File: config.mk
export PLATFORM = sky130hd
export DESIGN_NAME = ipv6_longest_prefix_match
export DESIGN_NICKNAME = d
export VERILOG_FILES = /design/src/rtl/core/lpm_pkg.sv /design/src/rtl/core/lpm_table.sv /design/src/rtl/core/lpm_cmp.sv /design/src/rtl/core/ipv6_longest_prefix_match.sv
export SDC_FILE = /design/constraint.sdc
export NUM_CORES = 2
export LEC_CHECK = 0
export ABC_AREA = 1
export BUFFER_PORTS_ARGS = -buffer_cell sky130_fd_sc_hd__clkbuf_2
export CELL_PAD_IN_SITES_DETAIL_PLACEMENT = 1
export CELL_PAD_IN_SITES_GLOBAL_PLACEMENT = 2
export CORE_ASPECT_RATIO = 0.6
export CORE_MARGIN = 4
export CORE_UTILIZATION = 30
export DETAILED_ROUTE_END_ITERATION = 7
export PLACE_DENSITY_LB_ADDON = 0.1
export SETUP_SLACK_MARGIN = 0.2
export SYNTH_ARGS = -nofsm -noshare
export SYNTH_HDL_FRONTEND = slang
export SYNTH_SLANG_ARGS = --single-unit
File: constraint.sdc
create_clock -name clk -period 18.97 [get_ports clk]
set_input_delay 0 -clock clk [delete_from_list [all_inputs] [get_ports clk]]
set_output_delay 0 -clock clk [all_outputs]
set_load 0.005 [all_outputs]
File: src/rtl/core/lpm_pkg.sv
// types, constants and helpers for the ipv6 longest prefix match block
package lpm_pkg;

	localparam int ADDR_W       = 128;
	localparam int HALF_W       = 64;
	localparam int LEN_W        = 8;
	localparam int METRIC_W     = 16;
	localparam int HOP_W        = 16;
	localparam int ENTRY_SLOT_W = 4;
	localparam int MAX_SLOTS    = 2 ** ENTRY_SLOT_W;
	localparam int SUM_W        = LEN_W + 1;
	localparam logic [LEN_W-1:0] MAX_LEN = LEN_W'(ADDR_W);

	typedef enum logic {
		OP_WRITE  = 1'b0,
		OP_LOOKUP = 1'b1
	} op_t;

	// one stored route, network already masked to its length
	typedef struct packed {
		logic [ADDR_W-1:0]   net;
		logic [LEN_W-1:0]    len;
		logic [METRIC_W-1:0] metric;
		logic [HOP_W-1:0]    hop;
	} route_t;

	// running best of a scan, as seen by the compare unit
	typedef struct packed {
		logic                found;
		logic [LEN_W-1:0]    len;
		logic [METRIC_W-1:0] metric;
	} best_t;

	// table write request
	typedef struct packed {
		logic en;
		logic set;
	} wr_req_t;

	// leading-ones mask of len bits over the full address
	function automatic logic [ADDR_W-1:0] prefix_mask(input logic [LEN_W-1:0] len);
		logic [ADDR_W-1:0] m;
		for (int i = 0; i < ADDR_W; i++) begin
			m[i] = (SUM_W'(len) + SUM_W'(i)) >= SUM_W'(ADDR_W);
		end
		return m;
	endfunction

endpackage

File: src/rtl/core/lpm_table.sv
// route table storage with valid bits and a registered read port
module lpm_table
	import lpm_pkg::*;
#(
	parameter int DEPTH  = 16,
	parameter int SLOT_W = 4
) (
	input  logic              clk,
	input  logic              arst_n,
	input  wr_req_t           wr,
	input  logic [SLOT_W-1:0] wr_addr,
	input  route_t            wr_row,
	input  logic              rd_en,
	input  logic [SLOT_W-1:0] rd_addr,
	output route_t            rd_row,
	output logic              rd_valid
);

	route_t           mem [DEPTH];
	logic [DEPTH-1:0] valid_q;
	route_t           rd_row_q;
	logic             rd_valid_q;

	// payload store, no reset
	always_ff @(posedge clk) begin
		if (wr.en && wr.set) begin
			mem[wr_addr] <= wr_row;
		end
		if (rd_en) begin
			rd_row_q <= mem[rd_addr];
		end
	end

	always_ff @(posedge clk or negedge arst_n) begin
		if (!arst_n) begin
			valid_q    <= '0;
			rd_valid_q <= 1'b0;
		end else begin
			if (wr.en) begin
				valid_q[wr_addr] <= wr.set;
			end
			if (rd_en) begin
				rd_valid_q <= valid_q[rd_addr];
			end
		end
	end

	assign rd_row   = rd_row_q;
	assign rd_valid = rd_valid_q;

endmodule

File: src/rtl/core/lpm_cmp.sv
// shared match and preference compare, one table row per use
module lpm_cmp
	import lpm_pkg::*;
(
	input  logic [ADDR_W-1:0] dest,
	input  route_t            row,
	input  logic              row_valid,
	input  best_t             best,
	output logic              take
);

	logic covers;
	logic better;

	assign covers = ((dest & prefix_mask(row.len)) == row.net);

	// longer prefix first, then lower metric; ties keep the earlier slot
	assign better = !best.found || (row.len > best.len) ||
		((row.len == best.len) && (row.metric < best.metric));

	assign take = row_valid && covers && better;

endmodule

File: src/rtl/core/ipv6_longest_prefix_match.sv
// top level of the ipv6 longest prefix match route table
//
// channel   | handshake           | payload
// ----------+---------------------+-----------------------------------------------
// command   | start / busy        | op entry_slot entry_enable addr_high addr_low
//           |                     | route_length route_metric route_hop
// result    | done (one cycle)    | hit hop_out length_out metric_out slot_out
//
// on a write the table is written at the accept edge and done shows in the next cycle
// a lookup scans N = min(ROUTE_ENTRIES, 16) rows, one row per cycle through the single
// table read port and the shared compare unit, then passes ST_FINISH and ST_DONE
// reset clears the valid bits, the read valid flag and the sequencer only; the table payload is left as is
// the receiver cannot stall: done is high for exactly one cycle per transaction
module ipv6_longest_prefix_match
	import lpm_pkg::*;
#(
	parameter int ROUTE_ENTRIES = 16
) (
	input  logic                    clk,
	input  logic                    arst_n,
	input  logic                    start,
	output logic                    busy,
	input  logic                    op,
	input  logic [ENTRY_SLOT_W-1:0] entry_slot,
	input  logic                    entry_enable,
	input  logic [HALF_W-1:0]       addr_high,
	input  logic [HALF_W-1:0]       addr_low,
	input  logic [LEN_W-1:0]        route_length,
	input  logic [METRIC_W-1:0]     route_metric,
	input  logic [HOP_W-1:0]        route_hop,
	output logic                    done,
	output logic                    hit,
	output logic [HOP_W-1:0]        hop_out,
	output logic [LEN_W-1:0]        length_out,
	output logic [METRIC_W-1:0]     metric_out,
	output logic [ENTRY_SLOT_W-1:0] slot_out
);

	// only the slots that the 4-bit slot field can reach are ever valid
	localparam int WR_SLOTS = (ROUTE_ENTRIES < MAX_SLOTS) ? ROUTE_ENTRIES : MAX_SLOTS;
	localparam int SLOT_W   = (WR_SLOTS > 1) ? $clog2(WR_SLOTS) : 1;
	localparam logic [SLOT_W-1:0] LAST_SLOT = SLOT_W'(WR_SLOTS - 1);

	typedef enum logic [3:0] {
		ST_IDLE   = 4'b0001,
		ST_SCAN   = 4'b0010,
		ST_FINISH = 4'b0100,
		ST_DONE   = 4'b1000
	} state_t;

	state_t              state_q;
	logic [SLOT_W-1:0]   scan_q;
	logic [ADDR_W-1:0]   dest_q;
	logic                vld_s1;
	logic [SLOT_W-1:0]   idx_s1;
	logic                found_q;
	logic [LEN_W-1:0]    best_len_q;
	logic [METRIC_W-1:0] best_metric_q;
	logic [HOP_W-1:0]    best_hop_q;
	logic [SLOT_W-1:0]   best_idx_q;

	logic                accept;
	logic                slot_ok;
	logic [LEN_W-1:0]    len_sat;
	wr_req_t             wr;
	route_t              wr_row;
	route_t              rd_row;
	logic                rd_valid;
	best_t               best;
	logic                take;

	assign accept = start && !busy;

	// write path: out-of-range slots are dropped, long prefixes saturate at 128
	assign slot_ok = (32'(entry_slot) < 32'(WR_SLOTS));
	assign len_sat = (route_length > MAX_LEN) ? MAX_LEN : route_length;

	assign wr.en  = accept && (op == OP_WRITE) && slot_ok;
	assign wr.set = entry_enable;

	assign wr_row.net    = {addr_high, addr_low} & prefix_mask(len_sat);
	assign wr_row.len    = len_sat;
	assign wr_row.metric = route_metric;
	assign wr_row.hop    = route_hop;

	lpm_table #(
		.DEPTH  (WR_SLOTS),
		.SLOT_W (SLOT_W)
	) u_table (
		.clk      (clk),
		.arst_n   (arst_n),
		.wr       (wr),
		.wr_addr  (entry_slot[SLOT_W-1:0]),
		.wr_row   (wr_row),
		.rd_en    (state_q == ST_SCAN),
		.rd_addr  (scan_q),
		.rd_row   (rd_row),
		.rd_valid (rd_valid)
	);

	// one row a cycle through the shared compare unit, in the cycle after its read
	assign best.found  = found_q;
	assign best.len    = best_len_q;
	assign best.metric = best_metric_q;

	lpm_cmp u_cmp (
		.dest      (dest_q),
		.row       (rd_row),
		.row_valid (vld_s1 && rd_valid),
		.best      (best),
		.take      (take)
	);

	// sequencer
	always_ff @(posedge clk or negedge arst_n) begin
		if (!arst_n) begin
			state_q <= ST_IDLE;
			scan_q  <= '0;
			vld_s1  <= 1'b0;
			found_q <= 1'b0;
		end else begin
			vld_s1 <= (state_q == ST_SCAN);
			if (take) begin
				found_q <= 1'b1;
			end
			case (state_q)
				ST_IDLE: begin
					if (accept) begin
						found_q <= 1'b0;
						scan_q  <= '0;
						state_q <= (op == OP_LOOKUP) ? ST_SCAN : ST_DONE;
					end
				end
				ST_SCAN: begin
					scan_q <= scan_q + SLOT_W'(1);
					if (scan_q == LAST_SLOT) begin
						state_q <= ST_FINISH;
					end
				end
				ST_FINISH: begin
					// last row is compared in this cycle
					state_q <= ST_DONE;
				end
				ST_DONE: begin
					state_q <= ST_IDLE;
				end
				default: begin
					state_q <= ST_IDLE;
				end
			endcase
		end
	end

	// lookup destination and running best, no reset needed
	always_ff @(posedge clk) begin
		idx_s1 <= scan_q;
		if (accept) begin
			dest_q <= {addr_high, addr_low};
		end
		if (take) begin
			best_len_q    <= rd_row.len;
			best_metric_q <= rd_row.metric;
			best_hop_q    <= rd_row.hop;
			best_idx_q    <= idx_s1;
		end
	end

	assign busy = (state_q != ST_IDLE);
	assign done = (state_q == ST_DONE);

	// writes and misses report all zero
	assign hit        = found_q;
	assign hop_out    = found_q ? best_hop_q : '0;
	assign length_out = found_q ? best_len_q : '0;
	assign metric_out = found_q ? best_metric_q : '0;
	assign slot_out   = found_q ? ENTRY_SLOT_W'(best_idx_q) : '0;

endmodule

==> impl_metrics.ini <==
[run_status]
status = finished clean

[drt]
drc = 0
ant_nets = 0
via_per_inst = 5.37
drt_wl_total_um = 520000
drtIter0Drc = 8387
num_vias = 83973
first_pass_iters = 5
wire_per_inst_um = 33.3

[power_and_ir_drop]
power_leakage_uw = 0.0479
p_per_area_mw_per_mm2 = 120
peakVddDrop_mv = 0.107

[floorplanning]
die_area_mm2 = 0.419
die_w_um = 833
io_pins = 224
die_h_um = 503
std_cell_rows = 181
core-area_mm2 = 0.406
start_util_pct = 30.2

[cts]
clockBufferDepth = 4
cts.clk_slew.worst_paths_ns = 0.06
cts_tree = done
cts-root-buf = clkbuf_16
cts.sinks = 3059
cts_made_buffers = 319
clock_latency_ns = 0.94
cts.htree.levels = 5

[setup_path]
path_delay_family = buffers and inverters
max_stage_delay_ns = 0.66
path_buf_inv = 5
cp.required_ns = 19.49
r2r-end = best_hop_q[10]
crit_top_cell = buf_4
critPathSlowestCell = buf_4
worst-setup-path-type = reg2reg
crit_chain = buf_4, inv_2, buf_4, nand2_2, a21oi_1, o21ai_1, nand3b_1, nand2_1, nor2_1, nand2_1, nor2_1, nand3b_1, nor2_1, nand3_1, nor3_2, buf_4, buf_4
r2r_start = u_table.rd_row[39]
worstSetupStartpointType = flip-flop
crit_fanout = 48
end_kind = flip-flop
rrSetupSlack_ns = 12.98
critical_path_arrival_ns = 6.51
rr_worst_depth = 17

[global_route]
gr-total-overflow = 0
grt_pass1_vias = 82811
grt_use_total_pct = 24.2
grt_max_degree = 182
grt_pass1_wl_um = 710000
antenna_found_initial = 74

[yosys]
ys.flop_type = edfxtp_1
postSynthAreaPerCell_um2 = 12.9
syn_area_mm2 = 0.122
synth_nets = 9691
syn_inst = 9490
synth_area_leaders = edfxtp_1 (74%), o21ai_0 (6.6%), nor2_1 (5.3%), nand2_1 (2.4%), o22ai_1 (2.3%)
ys_ff_latch = 3059
synth.top_cell.area_share_pct = 74.2
seq_area_frac_synth_pct = 74.9
synth_edf_count = 3028
synth_compound_area_share_pct = 12.3
synthAdderAreaFrac_pct = 0.245
post_synth_mux_area_share_pct = 0.123
synth.distinct_cells = 53
synth_top_family_by_area = compound AO/OA/AOI/OAI gates
synth-async-reset-ratio_pct = 0.883
synth_warnings = 0
synthXorXnorAreaFrac_pct = 0.179
synthSimpleGateAreaFrac_pct = 9.44
yosys.area.top_type = edfxtp_1

[timing]
max_freq_mhz = 167
period_needed_ns = 5.99
period_share_pct = 31.6
finalClockSkew_ns = 0.0738
hold_ws_ns = 0.0485
rsz0062_at_grt = no
hold_violations = 0
worstMarginPinSlew_ns = 1.44
drv_slew = 0
finalSetupViolCount = 0
slew_headroom_pct = 3.95
fin_tns_setup_ns = 0

[place]
portBuffers = 223
hpwl_um = 316000
gp_congestion = 0.919

[hold_path]
hold_depth = 2
holdPathEnd = dest_q[109]
hold_path_class = in2reg
worstHoldStart = addr_high[45]

[layout]
final.fill_count = 42627
seqCellArea_mm2 = 0.0917
final_layout_size_suffix_gt1_share_pct = 9.74
mostFrequentLayoutCell = edfxtp_1
multiInputGateArea_mm2 = 0.0276
syn2layout_area_growth_pct = 17.2
final_cell_mix = edfxtp_1 (3028), nor2_1 (1691), o21ai_0 (1615), nand2_1 (782), o22ai_1 (446)
final_nets = 10192

[run]
drv_cap = 0
## sequential cells by signal, indices dropped and copies added, names as in the netlist
signal / flops
best_hop_q: 16
best_len_q: 8
u_table.valid_q: 16
best_metric_q: 16
idx_s1: 4
vld_s1: 1
state_q: 4
u_table.rd_valid: 1
scan_q: 4
dest_q: 128
hit: 1
u_table.rd_row: 168
best_idx_q: 4
u_table.mem: 2688
## worst register-to-register path: stages, from the launching register on
cell and delay [ns]:
edfxtp_1 0.35, buf_4 0.30, inv_2 0.50, buf_4 0.68, nand2_2 0.47, a21oi_1 0.30, o21ai_1 0.14, nand3b_1 0.15
nand2_1 0.07, nor2_1 0.46, nand2_1 0.10, nor2_1 0.11, nand3b_1 0.17, nor2_1 0.13, nand3_1 0.12, nor3_2 0.50
buf_4 0.32, buf_4 0.58
## power breakdown
part           switching (uW)  leakage (uW)  internal, uW
Sequential                198        0.0279          7710
Clock                    2770       0.00485          3470
Combinational            2300        0.0152           772
Total                    5270        0.0479         12000
## layout make-up
cell class / count / share of cell area, %
sequential: 3059 / 63.9
multi-input combinational: 5529 / 19.2
tap: 5398 / 4.71
clock inverter: 171 / 1.12
inverter: 304 / 0.820
antenna: 11 / 0.0192
clock buffer: 392 / 5.82
timing repair buffer: 778 / 4.39
## per-layer routing
layer  wire, um  up-vias  global-route usage (%)  share of wire (%)
met3      28100      535                    3.45                5.4
li1           -    36283                       -                  -
met5         73        -                       0              0.014
met4      10900       10                    4.77                2.1
met2     227000     2324                    36.6                 44
met1     254000    44821                    36.9                 49
## cell families after synthesis
kind of cell / Yosys count
compound gates: 2584
buf+inv: 902
xor+xnor: 25
simple gates: 2881
flops: 3059
fa+ha+maj: 24
mux: 15
## synth_stat cells (24+ instances only)
master    number
edfxtp_1    3028
nor2_1      1715
o21ai_0     1615
nand2_1      782
clkbuf_1     506
o22ai_1      446
o221ai_1     297
inv_1        290
nand3_1      239
o211ai_1      85
buf_2         57
nand3b_1      53
a21boi_0      45
nand4_1       37
buf_1         34
a21oi_1       30
dfrtp_1       26
ha_1          24
## stage by stage
stage	power [uW]	util (%)	setup slack, ns	instances	cell area (um2)
after floorplan	9690	-	3.82	9490	122000
after global placement	11000	32.2	13.11	14769	131000
after detailed placement	11100	32.2	13.09	14769	131000
after CTS	17400	35.3	12.93	15628	143000
after global routing	18000	35.4	12.63	15633	143000
final	17200	35.4	12.98	15642	143000
## repair_timing
item,4_1_cts,5_1_grt
endpoints found under the hold margin,2706,17
resized for setup,0,0
buffers inserted,0,0
hold buffers,296,2
## worst max path at each step
| stage | depth (start not counted) | end | startpoint | slack, ns |
|---|---|---|---|---|
| 2_1_floorplan | 10 | u_table.mem[10][0] | state_q[0] | 3.82 |
| 3_3_place_gp | 17 | best_hop_q[2] | u_table.rd_row[39] | 13.11 |
| 3_5_place_dp | 17 | best_hop_q[10] | u_table.rd_row[39] | 13.09 |
| 4_1_cts | 15 | u_table.mem[11][6] | state_q[0] | 12.93 |
| 5_1_grt | 15 | u_table.mem[11][9] | state_q[0] | 12.63 |
| 6_report | 17 | best_hop_q[10] | u_table.rd_row[39] | 12.98 |
Power figures use the tool's default switching activity.
